<file path="src/sv/assert_macros.svh">
// Assertion helpers shared by the RTL modules.
`ifndef ASSERT_MACROS_SVH
`define ASSERT_MACROS_SVH

// Property must hold at every clock edge outside reset.
`define ILD_ASSERT(lbl, prop) \
  lbl: assert property (@(posedge clk) disable iff (!rst_n) (prop)) \
    else $error("ild assertion failed");

// Expression must never be true outside reset.
`define ILD_NEVER(lbl, expr) \
  lbl: assert property (@(posedge clk) disable iff (!rst_n) !(expr)) \
    else $error("ild forbidden condition seen");

`endif

</file>
<file path="src/sv/ild_pkg.sv">
`timescale 1ns / 1ps
package ild_pkg;

  localparam logic [7:0] PFX_OPSZ    = 8'h66;
  localparam logic [7:0] PFX_ADSZ    = 8'h67;
  localparam logic [3:0] PFX_GRP_HI  = 4'hF;
  localparam logic [3:0] REX_HI      = 4'h4;
  localparam logic [7:0] ESC_0F      = 8'h0F;
  localparam logic [7:0] OP_MOV_IMM  = 8'hC7;
  localparam logic [7:0] OP_GRP1_IMM = 8'h81;

  localparam int PCNT_W  = 4;
  localparam int LEN_W   = 5;
  localparam int Q_DEPTH = 4;
  localparam int Q_AW    = 2;

  typedef struct packed {
    logic [7:0] data;
    logic       last;
    logic       pfx;
    logic       rex;
    logic       esc;
    logic       imm_op;
    logic [1:0] mode;
    logic       sib_need;
  } cls_t;

  typedef struct packed {
    logic             ok;
    logic [7:0]       prim;
    logic [7:0]       sec;
    logic [7:0]       rex;
    logic [7:0]       modrm;
    logic [7:0]       sib;
    logic [31:0]      imm;
    logic [LEN_W-1:0] len;
  } res_t;

endpackage

</file>
<file path="src/sv/instruction_length_decoder.sv">
`timescale 1ns / 1ps
// Instruction length decoder.
// Input channel (in_): one instruction stream byte per request, with
// in_buffer_end marking the last byte available in the buffer.
// Output channel (out_): one descriptor per instruction, or an invalid
// descriptor (decode_ok 0, length 0) when the buffer ends mid-instruction.
// Both channels use valid/stall; a request moves when valid is high and
// stall is low.
// Throughput: one byte per cycle sustained while out_stall holds no
// descriptor; the byte state machine in the back end advances once per
// cycle. The descriptor reaches out_ after the byte that completes it
// passes through the 4-entry queue and then the output register.
// Reset (rst_n low, synchronous): queue empties, output drops valid and the
// decoder returns to prefix scan.
// While out_stall is high and a descriptor waits, the descriptor and the
// decoder both hold; the queue keeps taking bytes and in_stall rises
// once its 4 entries are occupied.
module instruction_length_decoder #(
  parameter int PREFIX_LIMIT = 4
) (
  input  logic                       clk,
  input  logic                       rst_n,
  input  logic                       in_valid,
  output logic                       in_stall,
  input  logic [7:0]                 in_stream_byte,
  input  logic                       in_buffer_end,
  output logic                       out_valid,
  input  logic                       out_stall,
  output logic                       out_decode_ok,
  output logic [7:0]                 out_primary_opcode,
  output logic [7:0]                 out_secondary_opcode,
  output logic [7:0]                 out_rex_byte,
  output logic [7:0]                 out_modrm_byte,
  output logic [7:0]                 out_sib_byte,
  output logic [31:0]                out_immediate,
  output logic [ild_pkg::LEN_W-1:0]  out_instr_length
);
  import ild_pkg::*;

  logic q_full, push, pop, q_valid;
  cls_t cls, q_data;
  res_t res;

  assign in_stall = q_full;

  ild_classify u_classify (
    .in_valid       (in_valid),
    .q_full         (q_full),
    .in_stream_byte (in_stream_byte),
    .in_buffer_end  (in_buffer_end),
    .push           (push),
    .cls            (cls)
  );

  ild_fifo u_fifo (
    .clk      (clk),
    .rst_n    (rst_n),
    .push     (push),
    .wr_data  (cls),
    .pop      (pop),
    .full     (q_full),
    .rd_valid (q_valid),
    .rd_data  (q_data)
  );

  ild_decode #(
    .PREFIX_LIMIT (PREFIX_LIMIT)
  ) u_decode (
    .clk       (clk),
    .rst_n     (rst_n),
    .q_valid   (q_valid),
    .q_data    (q_data),
    .pop       (pop),
    .out_valid (out_valid),
    .out_stall (out_stall),
    .res       (res)
  );

  assign out_decode_ok        = res.ok;
  assign out_primary_opcode   = res.prim;
  assign out_secondary_opcode = res.sec;
  assign out_rex_byte         = res.rex;
  assign out_modrm_byte       = res.modrm;
  assign out_sib_byte         = res.sib;
  assign out_immediate        = res.imm;
  assign out_instr_length     = res.len;

endmodule

</file>
<file path="src/sv/ild_classify.sv">
`timescale 1ns / 1ps
module ild_classify (
  input  logic             in_valid,
  input  logic             q_full,
  input  logic [7:0]       in_stream_byte,
  input  logic             in_buffer_end,
  output logic             push,
  output ild_pkg::cls_t    cls
);
  import ild_pkg::*;

  assign push = in_valid && !q_full;

  always_comb begin
    cls.data     = in_stream_byte;
    cls.last     = in_buffer_end;
    cls.pfx      = (in_stream_byte == PFX_OPSZ) || (in_stream_byte == PFX_ADSZ) ||
                   (in_stream_byte[7:4] == PFX_GRP_HI);
    cls.rex      = (in_stream_byte[7:4] == REX_HI);
    cls.esc      = (in_stream_byte == ESC_0F);
    cls.imm_op   = (in_stream_byte == OP_MOV_IMM) || (in_stream_byte == OP_GRP1_IMM);
    cls.mode     = in_stream_byte[7:6];
    cls.sib_need = (in_stream_byte[7:6] != 2'b11) && (in_stream_byte[2:0] == 3'd4);
  end

endmodule

</file>
<file path="src/sv/ild_fifo.sv">
`timescale 1ns / 1ps
`include "assert_macros.svh"
module ild_fifo (
  input  logic          clk,
  input  logic          rst_n,
  input  logic          push,
  input  ild_pkg::cls_t wr_data,
  input  logic          pop,
  output logic          full,
  output logic          rd_valid,
  output ild_pkg::cls_t rd_data
);
  import ild_pkg::*;

  localparam logic [Q_AW:0] DEPTH_CNT = (Q_AW+1)'(Q_DEPTH);

  cls_t            mem_r [Q_DEPTH];
  logic [Q_AW-1:0] wr_ptr_r, wr_ptr_nxt;
  logic [Q_AW-1:0] rd_ptr_r, rd_ptr_nxt;
  logic [Q_AW:0]   count_r, count_nxt;
  logic            do_push, do_pop;

  assign full     = (count_r == DEPTH_CNT);
  assign rd_valid = (count_r != '0);
  assign rd_data  = mem_r[rd_ptr_r];
  assign do_push  = push && !full;
  assign do_pop   = pop && rd_valid;

  always_comb begin
    wr_ptr_nxt = do_push ? wr_ptr_r + 1'b1 : wr_ptr_r;
    rd_ptr_nxt = do_pop ? rd_ptr_r + 1'b1 : rd_ptr_r;
    count_nxt  = count_r;
    if (do_push && !do_pop) begin
      count_nxt = count_r + 1'b1;
    end else if (!do_push && do_pop) begin
      count_nxt = count_r - 1'b1;
    end
  end

  always_ff @(posedge clk) begin
    if (do_push) begin
      mem_r[wr_ptr_r] <= wr_data;
    end
  end

  always_ff @(posedge clk) begin
    if (!rst_n) begin
      wr_ptr_r <= '0;
      rd_ptr_r <= '0;
      count_r  <= '0;
    end else begin
      wr_ptr_r <= wr_ptr_nxt;
      rd_ptr_r <= rd_ptr_nxt;
      count_r  <= count_nxt;
    end
  end

  `ILD_NEVER(a_cnt_over, count_r > DEPTH_CNT)
  `ILD_ASSERT(a_ptr_gap, (wr_ptr_r - rd_ptr_r) == count_r[Q_AW-1:0])
  `ILD_ASSERT(a_cnt_up, do_push && !do_pop |=> count_r == $past(count_r) + 1'b1)

endmodule

</file>
<file path="src/sv/ild_decode.sv">
`timescale 1ns / 1ps
`include "assert_macros.svh"
module ild_decode #(
  parameter int PREFIX_LIMIT = 4
) (
  input  logic          clk,
  input  logic          rst_n,
  input  logic          q_valid,
  input  ild_pkg::cls_t q_data,
  output logic          pop,
  output logic          out_valid,
  input  logic          out_stall,
  output ild_pkg::res_t res
);
  import ild_pkg::*;

  localparam logic [PCNT_W-1:0] PFX_LIM = PCNT_W'(PREFIX_LIMIT);

  localparam logic [2:0] PH_PREFIX = 3'd0;
  localparam logic [2:0] PH_OPCODE = 3'd1;
  localparam logic [2:0] PH_SECOND = 3'd2;
  localparam logic [2:0] PH_MODRM  = 3'd3;
  localparam logic [2:0] PH_SIB    = 3'd4;
  localparam logic [2:0] PH_DISP   = 3'd5;
  localparam logic [2:0] PH_IMM    = 3'd6;

  logic [2:0]        phase_r, phase_nxt;
  logic [PCNT_W-1:0] pcnt_r, pcnt_nxt;
  logic [LEN_W-1:0]  bytes_r, bytes_nxt;
  logic [2:0]        disp_r, disp_nxt;
  logic [2:0]        imm_left_r, imm_left_nxt;
  logic              imm_op_r, imm_op_nxt;
  logic [7:0]        rex_r, rex_nxt;
  logic [7:0]        prim_r, prim_nxt;
  logic [7:0]        sec_r, sec_nxt;
  logic [7:0]        modrm_r, modrm_nxt;
  logic [7:0]        sib_r, sib_nxt;
  logic [31:0]       acc_r, acc_nxt;
  logic              out_valid_r;
  res_t              res_r;

  logic              done, emit, go_disp, go_imm;
  logic [1:0]        mode_sel;

  assign pop       = q_valid && (!out_valid_r || !out_stall);
  assign emit      = done || q_data.last;
  assign out_valid = out_valid_r;
  assign res       = res_r;

  always_comb begin
    phase_nxt    = phase_r;
    pcnt_nxt     = pcnt_r;
    bytes_nxt    = bytes_r + 1'b1;
    disp_nxt     = disp_r;
    imm_left_nxt = imm_left_r;
    imm_op_nxt   = imm_op_r;
    rex_nxt      = rex_r;
    prim_nxt     = prim_r;
    sec_nxt      = sec_r;
    modrm_nxt    = modrm_r;
    sib_nxt      = sib_r;
    acc_nxt      = acc_r;
    done         = 1'b0;
    go_disp      = 1'b0;
    go_imm       = 1'b0;
    mode_sel     = modrm_r[7:6];
    case (phase_r)
      PH_PREFIX: begin
        if ((pcnt_r < PFX_LIM) && q_data.pfx) begin
          pcnt_nxt = pcnt_r + 1'b1;
        end else if (q_data.rex) begin
          rex_nxt   = q_data.data;
          phase_nxt = PH_OPCODE;
        end else begin
          prim_nxt   = q_data.data;
          imm_op_nxt = q_data.imm_op;
          phase_nxt  = q_data.esc ? PH_SECOND : PH_MODRM;
        end
      end
      PH_OPCODE: begin
        prim_nxt   = q_data.data;
        imm_op_nxt = q_data.imm_op;
        phase_nxt  = q_data.esc ? PH_SECOND : PH_MODRM;
      end
      PH_SECOND: begin
        sec_nxt   = q_data.data;
        phase_nxt = PH_MODRM;
      end
      PH_MODRM: begin
        modrm_nxt = q_data.data;
        mode_sel  = q_data.mode;
        if (q_data.sib_need) begin
          phase_nxt = PH_SIB;
        end else begin
          go_disp = 1'b1;
        end
      end
      PH_SIB: begin
        sib_nxt = q_data.data;
        go_disp = 1'b1;
      end
      PH_DISP: begin
        disp_nxt = disp_r - 1'b1;
        go_imm   = (disp_nxt == '0);
      end
      PH_IMM: begin
        case (imm_left_r)
          3'd4:    acc_nxt[7:0]   = q_data.data;
          3'd3:    acc_nxt[15:8]  = q_data.data;
          3'd2:    acc_nxt[23:16] = q_data.data;
          3'd1:    acc_nxt[31:24] = q_data.data;
          default: acc_nxt        = acc_r;
        endcase
        imm_left_nxt = imm_left_r - 1'b1;
        done         = (imm_left_nxt == '0);
      end
      default: begin
        phase_nxt = PH_PREFIX;
      end
    endcase
    if (go_disp) begin
      if (mode_sel == 2'b01 || mode_sel == 2'b10) begin
        disp_nxt  = (mode_sel == 2'b01) ? 3'd1 : 3'd4;
        phase_nxt = PH_DISP;
      end else begin
        go_imm = 1'b1;
      end
    end
    if (go_imm) begin
      if (imm_op_nxt) begin
        imm_left_nxt = 3'd4;
        phase_nxt    = PH_IMM;
      end else begin
        done = 1'b1;
      end
    end
  end

  always_ff @(posedge clk) begin
    if (!rst_n) begin
      phase_r    <= PH_PREFIX;
      pcnt_r     <= '0;
      bytes_r    <= '0;
      disp_r     <= '0;
      imm_left_r <= '0;
      imm_op_r   <= 1'b0;
      rex_r      <= '0;
      prim_r     <= '0;
      sec_r      <= '0;
      modrm_r    <= '0;
      sib_r      <= '0;
      acc_r      <= '0;
    end else if (pop) begin
      if (emit) begin
        phase_r    <= PH_PREFIX;
        pcnt_r     <= '0;
        bytes_r    <= '0;
        disp_r     <= '0;
        imm_left_r <= '0;
        imm_op_r   <= 1'b0;
        rex_r      <= '0;
        prim_r     <= '0;
        sec_r      <= '0;
        modrm_r    <= '0;
        sib_r      <= '0;
        acc_r      <= '0;
      end else begin
        phase_r    <= phase_nxt;
        pcnt_r     <= pcnt_nxt;
        bytes_r    <= bytes_nxt;
        disp_r     <= disp_nxt;
        imm_left_r <= imm_left_nxt;
        imm_op_r   <= imm_op_nxt;
        rex_r      <= rex_nxt;
        prim_r     <= prim_nxt;
        sec_r      <= sec_nxt;
        modrm_r    <= modrm_nxt;
        sib_r      <= sib_nxt;
        acc_r      <= acc_nxt;
      end
    end
  end

  always_ff @(posedge clk) begin
    if (!rst_n) begin
      out_valid_r <= 1'b0;
    end else if (pop && emit) begin
      out_valid_r <= 1'b1;
    end else if (!out_stall) begin
      out_valid_r <= 1'b0;
    end
  end

  always_ff @(posedge clk) begin
    if (pop && emit) begin
      res_r.ok    <= done;
      res_r.prim  <= prim_nxt;
      res_r.sec   <= sec_nxt;
      res_r.rex   <= rex_nxt;
      res_r.modrm <= modrm_nxt;
      res_r.sib   <= sib_nxt;
      res_r.imm   <= done ? acc_nxt : 32'd0;
      res_r.len   <= done ? bytes_nxt : '0;
    end
  end

  `ILD_ASSERT(a_restart, pop && emit |=> phase_r == PH_PREFIX && bytes_r == '0)
  `ILD_NEVER(a_pcnt_lim, pcnt_r > PFX_LIM)
  `ILD_ASSERT(a_no_pop_full, out_valid_r && out_stall |-> !pop)

endmodule
</file>
<file path="config.mk">
export PLATFORM = sky130hd
export DESIGN_NAME = instruction_length_decoder
export DESIGN_NICKNAME = d
export VERILOG_FILES = /design/src/sv/ild_pkg.sv /design/src/sv/instruction_length_decoder.sv /design/src/sv/ild_classify.sv /design/src/sv/ild_fifo.sv /design/src/sv/ild_decode.sv
export VERILOG_INCLUDE_DIRS = /design/src /design/src/sv
export SDC_FILE = /design/constraint.sdc
export NUM_CORES = 1
export LEC_CHECK = 0
export BUFFER_PORTS_ARGS = -buffer_cell sky130_fd_sc_hd__buf_2
export CORE_AREA = 5 5 200 154
export DETAILED_ROUTE_END_ITERATION = 10
export DIE_AREA = 0 0 205 159
export HOLD_SLACK_MARGIN = 0.1
export PLACE_DENSITY = 0.49
export SLEW_MARGIN = 20
export SYNTH_ARGS = -nofsm -noshare
export SYNTH_HDL_FRONTEND = slang
export SYNTH_SLANG_ARGS = --single-unit
</file>
<file path="constraint.sdc">
create_clock -name clk -period 5.3 [get_ports clk]
set_clock_uncertainty 0.1 [all_clocks]
set_input_delay 1.06 -clock clk [delete_from_list [all_inputs] [get_ports clk]]
set_output_delay 1.06 -clock clk [all_outputs]
set_load 0.03 [all_outputs]
</file>
== Yosys cells after proc, flatten, opt, wreduce, memory -nomap -nowiden ==
Memories as Yosys holds them, arrays and structs flattened. A register that Yosys moved wholly into a read port is not among the register bits.
Cells that the tools add are included.
Cells by class
  $mul: 0
  eq/ne operators: 23
  muxes and demuxes: 64
  reductions and logical operators: 29
  bitwise operators: 0
  div/mod/pow operators: 0
  shift-type cells: 0
  magnitude comparators: 1
  $add $sub $neg: 8
Operator list (number)
  $mux 8: 17
  $mux 32: 2
  $mux 3: 19
  $eq 3x3->1 const B: 6
  $eq 8x7->1 const B: 2
  $eq 8x8->1 const B: 2
  $pmux 8 s2: 1
  $mux 1: 15
  $pmux 3 s5: 1
  $eq 3x2->1 const B: 4
  $mux 4: 3
  $logic_and 1x1->1: 9
  $logic_not 3->1: 3
  $sub 3x1->3 const B: 3
  $eq 8x4->1 const B: 1
  $eq 3x1->1 const B: 2
  $logic_or 1x1->1: 6
  $mux 2: 3
  $reduce_bool 2->1: 3
  $add 5x1->5 const B: 1
  $logic_not 1->1: 5
  $mux 5: 1
  $add 2x1->2 const B: 2
  $add 4x1->4 const B: 1
  12 further kinds: 13
Word-level totals
  memories kept: 1
  word-level logic and storage cells: 150
  latch bits: 0
  bits in registers: 177
  bits of input ports: 13
  bits in read-only memories: 0
  output and inout bits: 80
  RAM bits: 64
Memory list
  u_fifo.mem_r: depth 4, bits a word 16, read ports 1, clocked after memory_dff 1, write ports 1, RTL line ild_fifo.sv:17  | cls_t mem_r [Q_DEPTH];

== Logic depth before layout (Yosys ltp) ==
  word-level depth: 10
  depth in mapped cells: 12
  depth with buffers taken out: 10

== Hierarchy ==
Synthesis repeated with hierarchy kept, for this count alone.
Second synthesis, totals
  cell total of the unflattened synthesis: 817
  area, all modules: 10068.4 um^2
By module, submodules not included
  ild_decode: seq. area each 4184.0 um^2, area an instance 7076.8 um^2, cells each 660, instances 1
  ild_fifo: seq. area each 2102.0 um^2, area an instance 2807.7 um^2, cells each 132, instances 1
  ild_classify: seq. area each 0.0 um^2, area an instance 183.9 um^2, cells each 25, instances 1

== Worst setup path before layout ==
OpenSTA, ideal clock, no wires.
  path kind: reg-to-reg
  start: register with a tool-made name
  end: register u_decode.res_r (netlist bit u_decode.res[0]) (enable)
  clock period less this slack: 4.480 ns
  slack: 0.820 ns
  stages on the path, launching flop included: 11
  setup time: 0.432 ns
  required time: 4.768 ns
  buffers on the path: 2
  data arrival time: 3.948 ns
  path through: dfxtp_1 buf_4 buf_2 mux4_2 inv_1 o21ai_0 ha_1 a21oi_2 a21oi_1 o21ai_0 inv_1
RTL lines
  end: declaration: RTL line ild_decode.sv:40  | res_t res_r;

== Worst setup path in the final report ==
  start: register u_decode.phase_r[1]
  end: register u_decode.res_r (netlist bit u_decode.res[66]) (enable)
On the way
  word-level cells in the longest chain between the ends: 9
  elaborated cells between the ends (all ways): 20
  classes of those cells: 7 x eq/ne; 9 x mux; 4 x reduce/logical
RTL lines
  start: declaration: RTL line ild_decode.sv:27  | logic [2:0] phase_r, phase_nxt;
  start signal: assignment: RTL line ild_decode.sv:168  | phase_r <= phase_nxt;
  $eq 3x2->1 *: RTL line ild_decode.sv:67  | case (phase_r)
  $mux 2 *: RTL line ild_decode.sv:67
  named net u_decode.mode_sel[0]: RTL line ild_decode.sv:43  | logic [1:0] mode_sel;
  $eq 2x1->1 / $eq 2x2->1 (equally long branches): RTL line ild_decode.sv:122  | if (mode_sel == 2'b01 || mode_sel == 2'b10) begin
  $logic_or 1x1->1 *: RTL line ild_decode.sv:122
  $mux 1 *: RTL line ild_decode.sv:122
  $mux 1 *: RTL line ild_decode.sv:121  | if (go_disp) begin
  $mux 1 *: RTL line ild_decode.sv:129  | if (go_imm) begin
  $logic_or 1x1->1 *: RTL line ild_decode.sv:46  | assign emit = done || q_data.last;
  $logic_and 1x1->1 *: RTL line ild_decode.sv:195  | if (pop && emit) begin
Mark *: on every way through the listed nets, which the timed path passes. The rest lies on a longest branch.
A chain may end at the register's enable or synchronous reset.

==> out/results.ini <==
[clocking]
post_cts_buffers = 0
cts_root_buf = clkbuf_16
numCtsBuffers = 25
cts_hold_buf = 0
cts_tree = done
clk_pin_slew_worst_paths_ns = 0.06
htreeDepth = 1
clock-sinks = 235
clock_latency_ns = 0.52
ctsResizeCount = 0
clock_path_buffers = 3

[synthesis]
yosysSeqAreaShare_pct = 61.5
async_flop_share_pct = 0
netlist_area_sq_mm = 0.00983
yosysUniqueCellTypes = 57
ys_ff_latch = 235
synth_edf_count = 134
ys.flop_type = edfxtp_1
post_synth.cell_area_avg_sq_um = 11.2
synth_nets = 910
yosys_warnings = 0
netlist_instances = 881

[global_routing]
grt_pass1_wl_um = 40800
grt.busiest_layer = met1
grtUsageMet1_pct = 24.8
grt.total_usage_pct = 15.6
grt_pass1_vias = 6723
antenna_found_initial = 0
grt_max_degree = 44
met3_usage_pct = 2.65
grt_use_met2_pct = 22.7
globalRouteOverflowTotal = 0

[route]
final_antenna_net_count = 0
drt-total-wl_um = 25900
first_pass_iters = 5
drc = 0
wl_per_cell_um = 18.8
post_drt_via_cell_ratio = 5.04
drt_iter0_drc = 426
vias = 6935

[timing]
setup_viol = 0
drv_slew = 0
fin_crit_sh_pct = 82.4
fin_crit_ns = 4.37
relSlewSlack_pct = 29.1
final_hold_viol_count = 0
tns_ns = 0
rsz0062_at_grt = false
fmax_mhz = 229
tightest_slew_ns = 1.06

[critical_path]
crit_family = compound AO/OA/AOI/OAI gates
end_kind = flip-flop
cp-start-kind = flip-flop
crit_end = u_decode.res[66]
crit_slowest_cell = dfxtp_1
cp_max_fo = 23
slowest_delay_ns = 0.61
crit_top_cell = o21ai_0
reg2reg_depth = 8
cp_cell_sequence = nand3b_1 > o21ai_0 > ha_1 > a21oi_2 > a21oi_1 > o21ai_0 > clkinv_2 > buf_4
critical_path_required_ns = 5.45
crit_path_start = u_decode.phase_r[1]
reg2reg_slack_ns = 0.93
crit_cells = 8
path_buf_inv = 2
worstReg2RegEnd = u_decode.res[66]
path_class = flip-flop to flip-flop
r2r_start = u_decode.phase_r[1]
arrival_ns = 4.52

[final_layout]
layout.cells.non_filler = 1376
areaGrowthSynthToFinish_pct = 17.5
antenna-diode-count = 0
drive_gt1_share_pct = 19.4
nets = 994

[floorplanning]
placementRows = 54
die_area_sq_mm = 0.0326
coreArea_sq_mm = 0.0286
io_pins = 93
fp.dieW_um = 205
start_util_pct = 34.4
die_h_um = 159

[pwr]
cellPowerDensity_mw_per_mm2 = 552
leakagePower_nw = 4.27
vdd_drop_max_mv = 0.266

[placed_design]
io_buffers = 92
dp.cells = 1330
post-dp-hpwl_um = 16700
gp_congestion = 0.738

[min_path]
hold_class = flip-flop to flip-flop

[outcome]
outcome = finished, final reports clean

[job]
max_cap_violations = 0

stage by stage:
| step | instance area [sq um] | util (%) | power [mW] | hold WS [ns] | setup WS (ns) |
|---|---|---|---|---|---|
| after CTS | 11600 | 40.4 | 6.46 | 0.343 | 0.932 |
| after floorplan | 9830 | - | 3.91 | 0.318 | 0.820 |
| after global routing | 11600 | 40.4 | 6.71 | 0.354 | 0.601 |
| after detailed placement | 10700 | 37.5 | 4.66 | 0.332 | 0.963 |
| final | 11600 | 40.4 | 6.38 | 0.341 | 0.931 |
| after global placement | 10700 | 37.5 | 4.66 | 0.326 | 1.13 |
logic make-up after synthesis:
| logic type | synth area share (%) |
|---|---|
| AND/OR/NAND/NOR | 15.6 |
| flip-flops | 61.5 |
| AO/OA/AOI/OAI | 11.1 |
| buffers and inverters | 3.17 |
| multiplexers | 5.34 |
| adder cells (fa/ha/maj) | 2.11 |
| XOR/XNOR | 1.25 |
synth_stat cells (2+ instances only):
cell type  instances  area share [%]
a31oi_1            7            0.45
a21boi_0          25             1.9
nor4b_1            3            0.27
a21oi_1           47             2.4
buf_1              3            0.11
xnor2_1            7            0.62
or3b_2             2            0.18
and3_1             5            0.32
clkbuf_1          35             1.3
mux4_2            13             3.0
xor2_1             7            0.62
nand3_1           10            0.51
o31a_1             3            0.27
or3_1              2            0.13
inv_1             24            0.92
ha_1              15             1.9
nor2_1            58             2.2
edfxtp_1         134              41
o21a_1            24             1.8
dfxtp_1          101              21
nand3b_1           4            0.31
nor3_1            10            0.51
and3b_1            2            0.18
and2_1             8            0.51
nand4_1           44             2.8
a211o_1            2            0.18
buf_2             12            0.61
a22o_1            10            0.89
nand2_1          183             7.0
buf_4              2            0.15
mux2i_1            3            0.31
o21ai_0           31             1.6
nor2b_1            2            0.13
nor3b_1            3            0.23
mux2_2            18             2.1
layer usage:
layer | vias up | routed length, um
met5 | - | 0
met4 | 0 | 339
met3 | 25 | 1440
met2 | 189 | 11100
met1 | 3390 | 13000
li1 | 3331 | -
worst register-to-register path: cells and delay by family, from the launching register on:
family,cells,cell delay [ns]
buffers and inverters,2,0.95
adders and majority gates,1,0.36
DFF,1,0.61
AOI/OAI and AO/OA,4,1.47
and+or+nand+nor,1,0.59
power breakdown:
group | switching (mW) | total, mW | internal [mW]
Combinational | 1.53 | 2.10 | 0.569
Clock | 0.722 | 1.78 | 1.06
Sequential | 0.141 | 2.50 | 2.36
cells in the final DEF, fill, tap and decap left out, types with 25 or more instances in the layout:
cell and n:
buf_2 92, o21ai_0 31, nand4_1 44, nor2_1 57, a21boi_0 25, edfxtp_1 134, nand2_1 183, a21oi_1 47
dfxtp_1 101, clkbuf_16 25
flip-flops by register name, indices dropped and copies added (netlist names), 2 cells and up, named ones only:
register,cells
u_decode.res,78
u_fifo.mem_r,56
u_decode.acc_r,32
u_decode.modrm_r,8
u_decode.prim_r,8
u_decode.rex_r,8
u_decode.sec_r,8
u_decode.sib_r,8
u_decode.bytes_r,5
u_decode.pcnt_r,4
u_decode.disp_r,3
u_decode.imm_left_r,3
u_decode.phase_r,3
u_fifo.count_r,3
u_fifo.rd_ptr_r,2
u_fifo.wr_ptr_r,2
how the worst min path moves through the flow:
stage | slack, ns | from | cells after the start | to
6_report | 0.34 | u_decode.rex_r[6] | 2 | u_decode.rex_r[6]
4_1_cts | 0.34 | u_decode.prim_r[0] | 2 | u_decode.prim_r[0]
5_1_grt | 0.35 | u_decode.sib_r[6] | 2 | u_decode.sib_r[6]
2_1_floorplan | 0.32 | u_decode.prim_r[0] | 2 | u_decode.prim_r[0]
3_3_place_gp | 0.33 | u_decode.prim_r[7] | 2 | u_decode.prim_r[7]
3_5_place_dp | 0.33 | u_decode.rex_r[6] | 2 | u_decode.rex_r[6]
cell type report:
| cell class | count | area, sq um |
|---|---|---|
| clock buffers | 33 | 686 |
| clock inverters | 13 | 145 |
| fillers | 2782 | 17000 |
| inverters | 25 | 95.1 |
| multi-input cells | 569 | 3490 |
| flip-flops and latches | 235 | 6050 |
| well taps | 392 | 490 |
| repair buffers | 109 | 601 |
Note: power is estimated with default switching activity, not from simulation.
